### src/ipm_pkg.sv
// ----------------------------------------------------------------------------
// ipm_pkg
// Types, constants and bit-level helper functions shared by the IP prefix
// match pipeline.
// ----------------------------------------------------------------------------
package ipm_pkg;

    localparam int IN_W  = 272;
    localparam int OUT_W = 152;

    localparam logic [31:0] V4_LL_NET   = 32'ha9fe0000;
    localparam logic [31:0] V4_LL_MASK  = 32'hffff0000;
    localparam logic [31:0] V4_P8_MASK  = 32'hff000000;
    localparam logic [31:0] V4_P8_NET   = 32'h0a000000;
    localparam logic [31:0] V4_P12_MASK = 32'hfff00000;
    localparam logic [31:0] V4_P12_NET  = 32'hac100000;
    localparam logic [31:0] V4_P16_MASK = 32'hffff0000;
    localparam logic [31:0] V4_P16_NET  = 32'hc0a80000;
    localparam logic [9:0]  V6_LL_TOP10 = 10'h3fa;

    localparam logic [7:0] V4_MAX_LEN = 8'd32;
    localparam logic [7:0] V6_MAX_LEN = 8'd128;

    // two's complement order codes
    localparam logic [1:0] ORD_LT = 2'b11;
    localparam logic [1:0] ORD_EQ = 2'b00;
    localparam logic [1:0] ORD_GT = 2'b01;

    typedef struct packed {
        logic        is_v6;
        logic [63:0] a_hi;
        logic [63:0] a_lo;
        logic [63:0] b_hi;
        logic [63:0] b_lo;
        logic [7:0]  match_len;
        logic [7:0]  net_len;
    } in_t;

    typedef struct packed {
        logic         is_v6;
        logic         hi_lt;
        logic         hi_eq;
        logic         lo_lt;
        logic         lo_eq;
        logic         v4_lt;
        logic         v4_eq;
        logic [63:0]  diff_hi;
        logic [63:0]  diff_lo;
        logic [127:0] mdiff;
        logic         merr;
        logic [63:0]  net_hi;
        logic [63:0]  net_lo;
        logic         nerr;
        logic         ll;
        logic         priv;
        logic [5:0]   run_a;
        logic [5:0]   run_b;
    } s1_t;

    typedef struct packed {
        logic        is_v6;
        logic [1:0]  order;
        logic        in_prefix;
        logic        merr;
        logic [7:0]  common;
        logic [5:0]  run_max;
        logic [63:0] net_hi;
        logic [63:0] net_lo;
        logic        nerr;
        logic        ll;
        logic        priv;
    } s2_t;

    // first member is the most significant: order lands in bits 1:0
    typedef struct packed {
        logic [1:0]  pad;
        logic        private_v4;
        logic        link_local;
        logic        net_error;
        logic [63:0] net_lo;
        logic [63:0] net_hi;
        logic        host_prefix_valid;
        logic [5:0]  host_prefix_len;
        logic [7:0]  common_len;
        logic        match_len_error;
        logic        in_prefix;
        logic [1:0]  order;
    } out_t;

    // top n bits set, n in 0..64
    function automatic logic [63:0] top_mask64(logic [6:0] n);
        logic [63:0] m;
        m = '0;
        for (int i = 0; i < 64; i++)
        begin
            m[63-i] = (7'(i) < n);
        end
        return m;
    endfunction

    function automatic logic [6:0] clamp64(logic [7:0] len);
        return (len >= 8'd64) ? 7'd64 : len[6:0];
    endfunction

    function automatic logic [6:0] clamp32(logic [7:0] len);
        return (len >= 8'd32) ? 7'd32 : len[6:0];
    endfunction

    // length left for the low half once the high half is full
    function automatic logic [6:0] rem64(logic [7:0] len);
        logic [7:0] d;
        d = len - 8'd64;
        return (len > 8'd64) ? d[6:0] : 7'd0;
    endfunction

    function automatic logic [6:0] lzc64(logic [63:0] x);
        logic [6:0] n;
        n = 7'd64;
        for (int i = 0; i < 64; i++)
        begin
            if (x[i])
            begin
                n = 7'(63 - i);
            end
        end
        return n;
    endfunction

    function automatic logic [5:0] lzc32(logic [31:0] x);
        logic [5:0] n;
        n = 6'd32;
        for (int i = 0; i < 32; i++)
        begin
            if (x[i])
            begin
                n = 6'(31 - i);
            end
        end
        return n;
    endfunction

    // length of the run of trailing bits equal to bit 0, 32 for a uniform word
    function automatic logic [5:0] trail_run32(logic [31:0] x);
        logic [31:0] y;
        logic [5:0]  n;
        y = x ^ {32{x[0]}};
        n = 6'd32;
        for (int i = 31; i >= 0; i--)
        begin
            if (y[i])
            begin
                n = 6'(i);
            end
        end
        return n;
    endfunction

endpackage

### src/ipm_cmp_stage.sv
// ----------------------------------------------------------------------------
// ipm_cmp_stage
// First pipeline stage: address differences, compare flags, prefix masks,
// network masking, range flags and IPv4 trailing-run lengths.
// ----------------------------------------------------------------------------
module ipm_cmp_stage (
    input  logic         clk,
    input  logic         rst_n,
    input  logic         up_valid,
    output logic         up_ready,
    input  ipm_pkg::in_t up_data,
    output logic         dn_valid,
    input  logic         dn_ready,
    output ipm_pkg::s1_t dn_data
);

    logic         valid_reg;
    ipm_pkg::s1_t data_reg;
    ipm_pkg::s1_t data_next;

    logic [31:0] a32;
    logic [31:0] b32;
    logic [63:0] dh;
    logic [63:0] dl;
    logic [63:0] m32;
    logic [63:0] mm_hi;
    logic [63:0] mm_lo;
    logic [63:0] n32;
    logic [63:0] nm_hi;
    logic [63:0] nm_lo;

    assign a32 = up_data.a_lo[31:0];
    assign b32 = up_data.b_lo[31:0];
    assign dh  = up_data.a_hi ^ up_data.b_hi;
    assign dl  = up_data.a_lo ^ up_data.b_lo;

    assign m32   = ipm_pkg::top_mask64(ipm_pkg::clamp32(up_data.match_len));
    assign mm_hi = ipm_pkg::top_mask64(ipm_pkg::clamp64(up_data.match_len));
    assign mm_lo = ipm_pkg::top_mask64(ipm_pkg::rem64(up_data.match_len));
    assign n32   = ipm_pkg::top_mask64(ipm_pkg::clamp32(up_data.net_len));
    assign nm_hi = ipm_pkg::top_mask64(ipm_pkg::clamp64(up_data.net_len));
    assign nm_lo = ipm_pkg::top_mask64(ipm_pkg::rem64(up_data.net_len));

    always_comb
    begin
        data_next         = '0;
        data_next.is_v6   = up_data.is_v6;
        data_next.hi_lt   = up_data.a_hi < up_data.b_hi;
        data_next.hi_eq   = up_data.a_hi == up_data.b_hi;
        data_next.lo_lt   = up_data.a_lo < up_data.b_lo;
        data_next.lo_eq   = up_data.a_lo == up_data.b_lo;
        data_next.v4_lt   = a32 < b32;
        data_next.v4_eq   = a32 == b32;
        data_next.diff_hi = dh;
        data_next.diff_lo = dl;
        data_next.run_a   = ipm_pkg::trail_run32(a32);
        data_next.run_b   = ipm_pkg::trail_run32(b32);
        if (up_data.is_v6)
        begin
            data_next.merr  = up_data.match_len > ipm_pkg::V6_MAX_LEN;
            data_next.mdiff = {dh & mm_hi, dl & mm_lo};
            data_next.nerr  = (up_data.net_len == 8'd0) ||
                              (up_data.net_len > ipm_pkg::V6_MAX_LEN);
            if (!data_next.nerr)
            begin
                data_next.net_hi = up_data.a_hi & nm_hi;
                data_next.net_lo = up_data.a_lo & nm_lo;
            end
            data_next.ll   = up_data.a_hi[63:54] == ipm_pkg::V6_LL_TOP10;
            data_next.priv = 1'b0;
        end
        else
        begin
            data_next.merr  = up_data.match_len > ipm_pkg::V4_MAX_LEN;
            data_next.mdiff = {96'd0, dl[31:0] & m32[63:32]};
            data_next.nerr  = (up_data.net_len == 8'd0) ||
                              (up_data.net_len > ipm_pkg::V4_MAX_LEN);
            if (!data_next.nerr)
            begin
                data_next.net_lo = {32'd0, a32 & n32[63:32]};
            end
            data_next.ll   = (a32 & ipm_pkg::V4_LL_MASK) == ipm_pkg::V4_LL_NET;
            data_next.priv = ((a32 & ipm_pkg::V4_P8_MASK) == ipm_pkg::V4_P8_NET) ||
                             ((a32 & ipm_pkg::V4_P12_MASK) == ipm_pkg::V4_P12_NET) ||
                             ((a32 & ipm_pkg::V4_P16_MASK) == ipm_pkg::V4_P16_NET);
        end
    end

    assign up_ready = !valid_reg || dn_ready;

    always_ff @(posedge clk or negedge rst_n)
    begin
        if (!rst_n)
        begin
            valid_reg <= 1'b0;
        end
        else if (up_ready)
        begin
            valid_reg <= up_valid;
        end
    end

    always_ff @(posedge clk)
    begin
        if (up_ready && up_valid)
        begin
            data_reg <= data_next;
        end
    end

    assign dn_valid = valid_reg;
    assign dn_data  = data_reg;

endmodule

### src/ipm_count_stage.sv
// ----------------------------------------------------------------------------
// ipm_count_stage
// Second pipeline stage: numeric order, prefix membership, leading-bit
// count of the difference and the larger IPv4 trailing run.
// ----------------------------------------------------------------------------
module ipm_count_stage (
    input  logic         clk,
    input  logic         rst_n,
    input  logic         up_valid,
    output logic         up_ready,
    input  ipm_pkg::s1_t up_data,
    output logic         dn_valid,
    input  logic         dn_ready,
    output ipm_pkg::s2_t dn_data
);

    logic         valid_reg;
    ipm_pkg::s2_t data_reg;
    ipm_pkg::s2_t data_next;

    logic [6:0] lz_hi;
    logic [6:0] lz_lo;

    assign lz_hi = ipm_pkg::lzc64(up_data.diff_hi);
    assign lz_lo = ipm_pkg::lzc64(up_data.diff_lo);

    always_comb
    begin
        data_next           = '0;
        data_next.is_v6     = up_data.is_v6;
        data_next.merr      = up_data.merr;
        data_next.in_prefix = !up_data.merr && !(|up_data.mdiff);
        data_next.net_hi    = up_data.net_hi;
        data_next.net_lo    = up_data.net_lo;
        data_next.nerr      = up_data.nerr;
        data_next.ll        = up_data.ll;
        data_next.priv      = up_data.priv;
        data_next.run_max   = (up_data.run_a > up_data.run_b) ? up_data.run_a
                                                              : up_data.run_b;
        if (up_data.is_v6)
        begin
            if (!up_data.hi_eq)
            begin
                data_next.order = up_data.hi_lt ? ipm_pkg::ORD_LT : ipm_pkg::ORD_GT;
            end
            else if (!up_data.lo_eq)
            begin
                data_next.order = up_data.lo_lt ? ipm_pkg::ORD_LT : ipm_pkg::ORD_GT;
            end
            else
            begin
                data_next.order = ipm_pkg::ORD_EQ;
            end
            if (|up_data.diff_hi)
            begin
                data_next.common = {1'b0, lz_hi};
            end
            else
            begin
                data_next.common = 8'd64 + {1'b0, lz_lo};
            end
        end
        else
        begin
            if (up_data.v4_eq)
            begin
                data_next.order = ipm_pkg::ORD_EQ;
            end
            else
            begin
                data_next.order = up_data.v4_lt ? ipm_pkg::ORD_LT : ipm_pkg::ORD_GT;
            end
            data_next.common = {2'b00, ipm_pkg::lzc32(up_data.diff_lo[31:0])};
        end
    end

    assign up_ready = !valid_reg || dn_ready;

    always_ff @(posedge clk or negedge rst_n)
    begin
        if (!rst_n)
        begin
            valid_reg <= 1'b0;
        end
        else if (up_ready)
        begin
            valid_reg <= up_valid;
        end
    end

    always_ff @(posedge clk)
    begin
        if (up_ready && up_valid)
        begin
            data_reg <= data_next;
        end
    end

    assign dn_valid = valid_reg;
    assign dn_data  = data_reg;

endmodule

### src/ipm_host_stage.sv
// ----------------------------------------------------------------------------
// ipm_host_stage
// Third pipeline stage: IPv4 host-part prefix shrink and result assembly.
// ----------------------------------------------------------------------------
module ipm_host_stage (
    input  logic          clk,
    input  logic          rst_n,
    input  logic          up_valid,
    output logic          up_ready,
    input  ipm_pkg::s2_t  up_data,
    output logic          dn_valid,
    input  logic          dn_ready,
    output ipm_pkg::out_t dn_data
);

    logic          valid_reg;
    ipm_pkg::out_t data_reg;
    ipm_pkg::out_t data_next;

    logic [5:0] common6;
    logic [5:0] cap;
    logic [5:0] hlen;

    assign common6 = up_data.common[5:0];
    assign cap     = 6'd31 - up_data.run_max;

    // Shrinking stops at the first length whose host parts are mixed for
    // both A and B; that length is bounded by 31 minus the longer run.
    always_comb
    begin
        if (common6 >= 6'd31)
        begin
            hlen = common6;
        end
        else if (up_data.run_max >= 6'd31)
        begin
            hlen = 6'd0;
        end
        else
        begin
            hlen = (common6 < cap) ? common6 : cap;
        end
    end

    always_comb
    begin
        data_next                   = '0;
        data_next.order             = up_data.order;
        data_next.in_prefix         = up_data.in_prefix;
        data_next.match_len_error   = up_data.merr;
        data_next.common_len        = up_data.common;
        data_next.host_prefix_len   = up_data.is_v6 ? 6'd0 : hlen;
        data_next.host_prefix_valid = !up_data.is_v6;
        data_next.net_hi            = up_data.net_hi;
        data_next.net_lo            = up_data.net_lo;
        data_next.net_error         = up_data.nerr;
        data_next.link_local        = up_data.ll;
        data_next.private_v4        = up_data.priv;
    end

    assign up_ready = !valid_reg || dn_ready;

    always_ff @(posedge clk or negedge rst_n)
    begin
        if (!rst_n)
        begin
            valid_reg <= 1'b0;
        end
        else if (up_ready)
        begin
            valid_reg <= up_valid;
        end
    end

    always_ff @(posedge clk)
    begin
        if (up_ready && up_valid)
        begin
            data_reg <= data_next;
        end
    end

    assign dn_valid = valid_reg;
    assign dn_data  = data_reg;

endmodule

### src/ipm_skid.sv
// ----------------------------------------------------------------------------
// ipm_skid
// Output register with a skid entry; the upstream ready is a register, so
// the output-side ready does not reach back into the pipeline.
// ----------------------------------------------------------------------------
module ipm_skid (
    input  logic          clk,
    input  logic          rst_n,
    input  logic          up_valid,
    output logic          up_ready,
    input  ipm_pkg::out_t up_data,
    output logic          dn_valid,
    input  logic          dn_ready,
    output ipm_pkg::out_t dn_data
);

    logic          main_valid_reg;
    ipm_pkg::out_t main_reg;
    logic          skid_valid_reg;
    ipm_pkg::out_t skid_reg;
    logic          up_fire;

    assign up_ready = !skid_valid_reg;
    assign up_fire  = up_valid && up_ready;

    always_ff @(posedge clk or negedge rst_n)
    begin
        if (!rst_n)
        begin
            main_valid_reg <= 1'b0;
            skid_valid_reg <= 1'b0;
        end
        else if (dn_ready || !main_valid_reg)
        begin
            if (skid_valid_reg)
            begin
                main_valid_reg <= 1'b1;
                skid_valid_reg <= 1'b0;
            end
            else
            begin
                main_valid_reg <= up_fire;
            end
        end
        else if (up_fire)
        begin
            // hold the stalled transaction, park the new one
            skid_valid_reg <= 1'b1;
        end
    end

    always_ff @(posedge clk)
    begin
        if (dn_ready || !main_valid_reg)
        begin
            if (skid_valid_reg)
            begin
                main_reg <= skid_reg;
            end
            else if (up_fire)
            begin
                main_reg <= up_data;
            end
        end
        else if (up_fire)
        begin
            skid_reg <= up_data;
        end
    end

    assign dn_valid = main_valid_reg;
    assign dn_data  = main_reg;

endmodule

### src/ip_prefix_match_unit.sv
// ----------------------------------------------------------------------------
// ip_prefix_match_unit
// IPv4/IPv6 address compare, prefix match, common-prefix count, network
// masking and address range flags, one transaction per clock when not stalled.
// ----------------------------------------------------------------------------
// The unit takes one address pair per clock while not stalled and returns
// one result per transaction in the same order. Each transaction passes
// through three compute stages (compare and mask, leading-bit count,
// host-prefix shrink) and an output register with a skid entry.
// Throughput is one transaction per cycle when not stalled, set by the
// pipeline having a register at every stage with per-stage valid bits;
// backpressure on the output fills the pipeline and the skid entry before
// input ready drops. In IPv4 mode only bits 31..0 of the low address words are used.
module ip_prefix_match_unit (
    input  logic                       clk,
    input  logic                       rst_n,
    input  logic                       s_axis_tvalid,
    output logic                       s_axis_tready,
    // a_hi[63:0], a_lo[127:64], b_hi[191:128], b_lo[255:192],
    // match_len[263:256], net_len[271:264]
    input  logic [ipm_pkg::IN_W-1:0]   s_axis_tdata,
    // is_v6[0]
    input  logic                       s_axis_tuser,
    output logic                       m_axis_tvalid,
    input  logic                       m_axis_tready,
    // order[1:0], in_prefix[2], match_len_error[3], common_len[11:4],
    // host_prefix_len[17:12], host_prefix_valid[18], net_hi[82:19],
    // net_lo[146:83], net_error[147], link_local[148], private_v4[149],
    // zero fill[151:150]
    output logic [ipm_pkg::OUT_W-1:0]  m_axis_tdata
);

    ipm_pkg::in_t  in_item;
    ipm_pkg::s1_t  s1_data;
    ipm_pkg::s2_t  s2_data;
    ipm_pkg::out_t s3_data;
    ipm_pkg::out_t out_item;

    logic s1_valid;
    logic s1_ready;
    logic s2_valid;
    logic s2_ready;
    logic s3_valid;
    logic s3_ready;

    assign in_item.is_v6     = s_axis_tuser;
    assign in_item.a_hi      = s_axis_tdata[63:0];
    assign in_item.a_lo      = s_axis_tdata[127:64];
    assign in_item.b_hi      = s_axis_tdata[191:128];
    assign in_item.b_lo      = s_axis_tdata[255:192];
    assign in_item.match_len = s_axis_tdata[263:256];
    assign in_item.net_len   = s_axis_tdata[271:264];

    ipm_cmp_stage u_cmp (
        .clk      (clk),
        .rst_n    (rst_n),
        .up_valid (s_axis_tvalid),
        .up_ready (s_axis_tready),
        .up_data  (in_item),
        .dn_valid (s1_valid),
        .dn_ready (s1_ready),
        .dn_data  (s1_data)
    );

    ipm_count_stage u_count (
        .clk      (clk),
        .rst_n    (rst_n),
        .up_valid (s1_valid),
        .up_ready (s1_ready),
        .up_data  (s1_data),
        .dn_valid (s2_valid),
        .dn_ready (s2_ready),
        .dn_data  (s2_data)
    );

    ipm_host_stage u_host (
        .clk      (clk),
        .rst_n    (rst_n),
        .up_valid (s2_valid),
        .up_ready (s2_ready),
        .up_data  (s2_data),
        .dn_valid (s3_valid),
        .dn_ready (s3_ready),
        .dn_data  (s3_data)
    );

    ipm_skid u_skid (
        .clk      (clk),
        .rst_n    (rst_n),
        .up_valid (s3_valid),
        .up_ready (s3_ready),
        .up_data  (s3_data),
        .dn_valid (m_axis_tvalid),
        .dn_ready (m_axis_tready),
        .dn_data  (out_item)
    );

    assign m_axis_tdata = out_item;

endmodule
### config.mk
export PLATFORM = sky130hd
export DESIGN_NAME = ip_prefix_match_unit
export DESIGN_NICKNAME = d
export VERILOG_FILES = /design/src/ipm_pkg.sv /design/src/ipm_cmp_stage.sv /design/src/ipm_count_stage.sv /design/src/ipm_host_stage.sv /design/src/ipm_skid.sv /design/src/ip_prefix_match_unit.sv
export SDC_FILE = /design/constraint.sdc
export NUM_CORES = 1
export LEC_CHECK = 0
export BUFFER_PORTS_ARGS = -buffer_cell sky130_fd_sc_hd__buf_2
export CORE_MARGIN = 3
export CORE_UTILIZATION = 45
export CTS_CLUSTER_SIZE = 10
export DETAILED_ROUTE_END_ITERATION = 6
export GPL_ROUTABILITY_DRIVEN = 0
export GPL_TIMING_DRIVEN = 0
export PLACE_DENSITY_LB_ADDON = 0.3
export SKIP_CTS_REPAIR_TIMING = 1
export SYNTH_ARGS = -nofsm -noshare
export SYNTH_HDL_FRONTEND = slang
export SYNTH_SLANG_ARGS = --single-unit
### constraint.sdc
create_clock -name clk -period 35.4 [get_ports clk]
set_clock_uncertainty 0.2 [all_clocks]
set_input_delay 1.77 -clock clk [delete_from_list [all_inputs] [get_ports clk]]
set_output_delay 1.77 -clock clk [all_outputs]
set_load 0.02 [all_outputs]
==> results of run 1 <==
cell usage in the layout (no fill, tap or decap), drive strengths merged, types with 66 or more instances in the layout:
cell type	Yosys	layout
o21ai	169	169
ha	139	139
mux2	151	151
a211oi	77	77
buf	16	473
nor3	90	90
clkbuf	75	211
nand2	141	141
nor4	66	66
edfxtp	1007	1007
nor2	291	291
a21oi	213	213
inv	314	318
logic make-up after synthesis:
family	count (synthesis)	share of synthesized area
flip-flops	1012	0.697
AND/OR/NAND/NOR	878	0.0989
AO/OA/AOI/OAI	639	0.0887
buffers and inverters	406	0.0353
multiplexers	153	0.0395
adder cells (fa/ha/maj)	139	0.0399
XOR/XNOR	5	0.00100
other	1	0.0000860
per-layer routing:
layer	vias to the layer above	global-route usage	routed length, um
li1	13300	-	-
met1	14500	0.361	53100
met2	1850	0.406	61300
met3	370	0.0622	15700
met5	-	0	80
met4	14	0.124	6690
metrics by stage:
step                utilization  setup WS [ns]  hold slack (ns)
floorplan                     -          21.48            0.200
global placement          0.495          13.98            0.201
detailed placement        0.502          29.90            0.205
CTS                       0.534          30.60            0.205
global route              0.534          30.34            0.216
finish                    0.534          30.36            0.203
cells in the mapped netlist (16+ instances only):
cell,count
o21bai_1,30
nor3b_1,16
nor2b_1,17
nor2_1,290
nand2b_1,30
o21a_1,20
nor4_1,66
edfxtp_1,1007
nor3_1,89
and2_1,17
a211oi_1,77
nand3_1,43
o21ai_0,165
clkbuf_1,75
ha_1,139
a31oi_1,22
or3_1,22
and3_1,58
nand4_1,46
mux2_2,151
nand2_1,141
o22ai_1,16
a21oi_1,213
inv_1,314
cell type report:
| class | count | area share |
|---|---|---|
| Multi-Input combinational cell | 1816 | 0.229 |
| Clock inverter | 12 | 0.00211 |
| Sequential cell | 1012 | 0.594 |
| Timing Repair Buffer | 457 | 0.0540 |
| Clock buffer | 136 | 0.0575 |
| Antenna cell | 31 | 0.00152 |
| Inverter | 315 | 0.0231 |
| Buffer | 91 | 0.00693 |
| Tap cell | 1265 | 0.0310 |
power groups by stage:
stage          registers [mW]  clock network, mW  logic, mW
5_1_grt                  1.57               1.07      0.427
6_report                 1.56               1.01      0.400
3_5_place_dp             1.58                  0      0.395
4_1_cts                  1.56               1.02      0.397
3_3_place_gp             1.64                  0      0.369
2_1_floorplan            1.64                  0      0.179
final timing paths:
| check | startpoint | end | slack [ns] | cells after the start |
|---|---|---|---|---|
| max in group asynchronous | rst_n | u_skid.skid_valid_reg | 34.14 | 1 |
| min | u_count.dn_data[104] | u_host.dn_data[56] | 0.20 | 0 |
| min reg2reg | u_count.dn_data[104] | u_host.dn_data[56] | 0.20 | 0 |
| min in group asynchronous | rst_n | u_host.dn_valid | 0.71 | 1 |
| max | s_axis_tdata[264] | u_cmp.dn_data[40] | 30.36 | 7 |
| max reg2reg | u_cmp.dn_data[397] | u_count.dn_data[138] | 31.10 | 9 |
worst reg2reg max path, cell delays in order, from the launching register on:
cell       delay, ns
edfxtp_1        0.47
or4_1           0.58
nor2_1          0.24
nand2_1         0.12
nor2_1          0.32
nand3_1         0.39
inv_1           0.22
nand2_1         0.23
a2111oi_0       1.06
or4_1           0.31
==> flow_summary.toml, run 1 <==
[run_status]
status = "complete, no violations"

[timing]
timing.final.hold_violations = 0
rsz0062_at_grt = "false"
worst_pin_slew_ns = 1.40
fmax_ghz = 0.198
relSlewSlack = 0.0588
maxSlewViolCount = 0
finalSetupTns_ns = 0
setup_violations = 0
min_period_ns = 5.04
finalCritPeriodShare = 0.142

[final_layout]
multi_input_area_um2 = 11700
stdcell_area_um2 = 51100
finish.net_count = 4222
syn_to_final_growth_pct = 17.2
n_fill_cell = 8079
final_layout_size_suffix_gt1_frac = 0.198
regArea_um2 = 30400
largest_reg_flops = 407
finalNonFillerCells = 5135

[global_route]
track_usage = 0.265
grt_pass1_vias = 28000
overflow = 0
antenna_found_initial = 53
grt_max_degree = 72
grt_pass1_wl_um = 191000

[logic_synthesis]
synthTopCellsByArea = "edfxtp_1, ha_1, mux2_2, inv_1, nor2_1"
synth_cell_types = 67
synth_seq_cells = 1012
synth_edf_count = 1007
synth_top_area_frac = 0.694
syn_inst = 3233
synth_top_cell_by_area = "edfxtp_1"
yosys_most_used_dff = "edfxtp_1"
async_flop_share = 0.00494
yosys_warnings = 0
ys_seq_area_frac = 0.697
syn_avg_cell_area_um2 = 13.5
synth_area_um2 = 43600

[setup_path]
critPathArrivalTime_ns = 5.22
crit_path_max_fanout = 9
slowest_delay_ns = 1.08
critPathKind = "input pin to register"
endpoint_kind = "register"
path_cells = "clkbuf_1 > nor3_2 > nand2_1 > xnor2_1 > nor3_1 > a32oi_1 > a21boi_0"
startpoint_type = "input pin"
worstPathRequired_ns = 35.58
slowest_stage = "nor3_1"
path_buf_inv = 1
critical_path.top_delay_family = "simple AND/OR/NAND/NOR gates"

[pwr]
switching_power_mw = 0.761
pwr-share-clk = 0.341
switching_share = 0.256
ir_worst_vdd_mv = 0.0467
power_frac_comb = 0.135
p_seq_frac = 0.525
power.density_nw_per_um2 = 58.2
intPower_mw = 2.21
leakage_nw = 19.5
fin_total_pwr_mw = 2.97

[clocking]
clockRootBuffer = "clkbuf_16"
cts_made_buffers = 113
cts_sinks = 1012
clk-insertion-delay-late_ns = 0.69
cts_buffer_depth = 3
clk_pin_slew_ns = 0.06
htree_levels = 3
cts_tree = "built"

[route]
ant_nets = 0
wl_per_cell_um = 26.7
viasPerCell = 5.85
drt_wl_total_um = 137000
dr.first_iter.drc_count = 3950
vias = 30000
route.detailed.drc = 0
dr.pass1.iters = 6

[floorplan]
core_um2 = 95600
die_x_um = 317
io_pins = 431
die-area_um2 = 101000
die_h_um = 317
initial_core_util = 0.456
rows = 113

[worst_hold_path]
min_path_type = "register to register"

[place]
dp_cells = 4956
place_area_um2 = 48000
numPortBuffers = 424
dp_hpwl_um = 107000

[flow_run]
cap_viol_max_count = 0
Note: power is estimated with default switching activity, not from simulation.
==> inputs of run 2 (changes only) <==
- clock period: 35.4 -> 4.12 ns (I/O delays scaled with it)
==> flow_summary.toml, run 2 (synthesized netlist as in run 1, its figures left out) <==
[setup_path]
critPathKind = "register to register"
crit_path_max_fanout = 5
startpoint_type = "register"
worstPathRequired_ns = 4.47
rrSetupSlack_ns = 0.22
path_buf_inv = 1
path_cells = "or4_1 > nor2_1 > nand2_1 > nor2_1 > nand3_1 > inv_1 > nand2_1 > a2111oi_1 > or4_1"
critPathArrivalTime_ns = 4.26
slowest_stage = "a2111oi_1"
critical_path.top_delay_family = "simple AND/OR/NAND/NOR gates"
slowest_delay_ns = 0.80
endpoint_kind = "register"

[route]
dr.first_iter.drc_count = 4108
viasPerCell = 5.82
drt_wl_total_um = 140000
wl_per_cell_um = 26.3
vias = 31100
ant_nets = 0
dr.pass1.iters = 7
route.detailed.drc = 1

[timing]
min_period_ns = 3.90
fmax_ghz = 0.256
finalSetupTns_ns = 0
postLayoutSetupSlackWorst_ns = 0.219
maxSlewViolCount = 0
finalCritPeriodShare = 0.947
worst_pin_slew_ns = 1.17
setup_violations = 0
relSlewSlack = 0.215
whs_ns = -0.0289
timing.final.hold_violations = 7
rsz0062_at_grt = "false"

[global_route]
met3_usage = 0.0685
use_met2 = 0.407
gr-usage-met1 = 0.364
track_usage = 0.268
grt_pass1_vias = 28200
grt_pass1_wl_um = 193000
busiest_layer = "met2"
antenna_found_initial = 21
grt_max_degree = 71
overflow = 0

[final_layout]
regArea_um2 = 30400
finish.net_count = 4438
final_layout_size_suffix_gt1_frac = 0.187
final_cell_mix = "edfxtp_1, buf_2, inv_1, nor2_1, dlygate4sd3_1"
n_fill_cell = 7763
final_common_cell = "edfxtp_1"
largest_reg_flops = 407
stdcell_area_um2 = 53300
syn_to_final_growth_pct = 22.3
multi_input_area_um2 = 11700

[floorplan]
initial_core_util = 0.456
rows = 113
core_um2 = 95600
die-area_um2 = 101000
die_h_um = 317
io_pins = 431
die_x_um = 317

[clocking]
htree_levels = 3
clk-insertion-delay-late_ns = 0.70
clk_pin_slew_ns = 0.06
cts_sinks = 1012
cts_made_buffers = 112
cts_buffer_depth = 3
cts_tree = "built"
clockRootBuffer = "clkbuf_16"

[place]
dp_hpwl_um = 108000
place_area_um2 = 48000
post-place-ws_ns = 0.167
numPortBuffers = 424

[worst_hold_path]
min_path_type = "input pin to register"

[pwr]
power.density_nw_per_um2 = 482
ir_worst_vdd_mv = 0.349
leakage_nw = 20.4

[run_status]
violations = "design-rule violations, negative hold slack"
status = "finished with violations"

[flow_run]
cap_viol_max_count = 0
==> run 2: worst reg2reg max path, stage by stage, from the launching register on <==
cell and delay [ns]:
edfxtp_1 0.44, or4_1 0.57, nor2_1 0.29, nand2_1 0.14, nor2_1 0.29, nand3_1 0.39
inv_1 0.22, nand2_1 0.20, a2111oi_1 0.81, or4_1 0.25
==> run 2: metal layers <==
layer | share of wire | wire, um
met4 | 0.051 | 7180
met3 | 0.11 | 15800
met5 | 0.00067 | 94
met1 | 0.39 | 54500
met2 | 0.45 | 62800
==> run 2: cell type report <==
| cell class | count | share of cell area |
|---|---|---|
| diodes | 16 | 0.000751 |
| repair buffers | 674 | 0.0940 |
| multi-input cells | 1816 | 0.220 |
| inverters | 315 | 0.0222 |
| flip-flops and latches | 1012 | 0.569 |
| plain buffers | 91 | 0.00692 |
| clock inverters | 10 | 0.00211 |
| well taps | 1265 | 0.0297 |
| clock buffers | 142 | 0.0551 |
==> run 2: final timing paths <==
path | cells after the start | start | endpoint
worst max-delay path | 9 | u_cmp.dn_data[397] | u_count.dn_data[138]
worst min-delay path | 4 | s_axis_tdata[213] | u_cmp.dn_data[5]
worst max register to register | 9 | u_cmp.dn_data[397] | u_count.dn_data[138]
worst min register to register | 0 | u_cmp.dn_data[117] | u_count.dn_data[105]
max in group asynchronous | 3 | rst_n | u_cmp.dn_valid
min in group asynchronous | 3 | rst_n | u_count.dn_valid
==> run 2: stage by stage <==
stage	util	cells	hold WS, ns	power, mW
final	0.558	5341	-0.0289	25.7
after global routing	0.558	5330	0.00341	26.6
after CTS	0.534	5104	-0.901	25.6
after detailed placement	0.502	4952	-0.168	17.0
after global placement	0.495	4923	-0.170	16.9
after floorplan	-	3234	-0.290	15.4
==> run 2: where the power goes <==
part | switching, mW | internal [mW]
combinational | 2.38 | 1.28
clock | 3.76 | 4.92
sequential | 0.465 | 12.9
total | 6.60 | 19.1
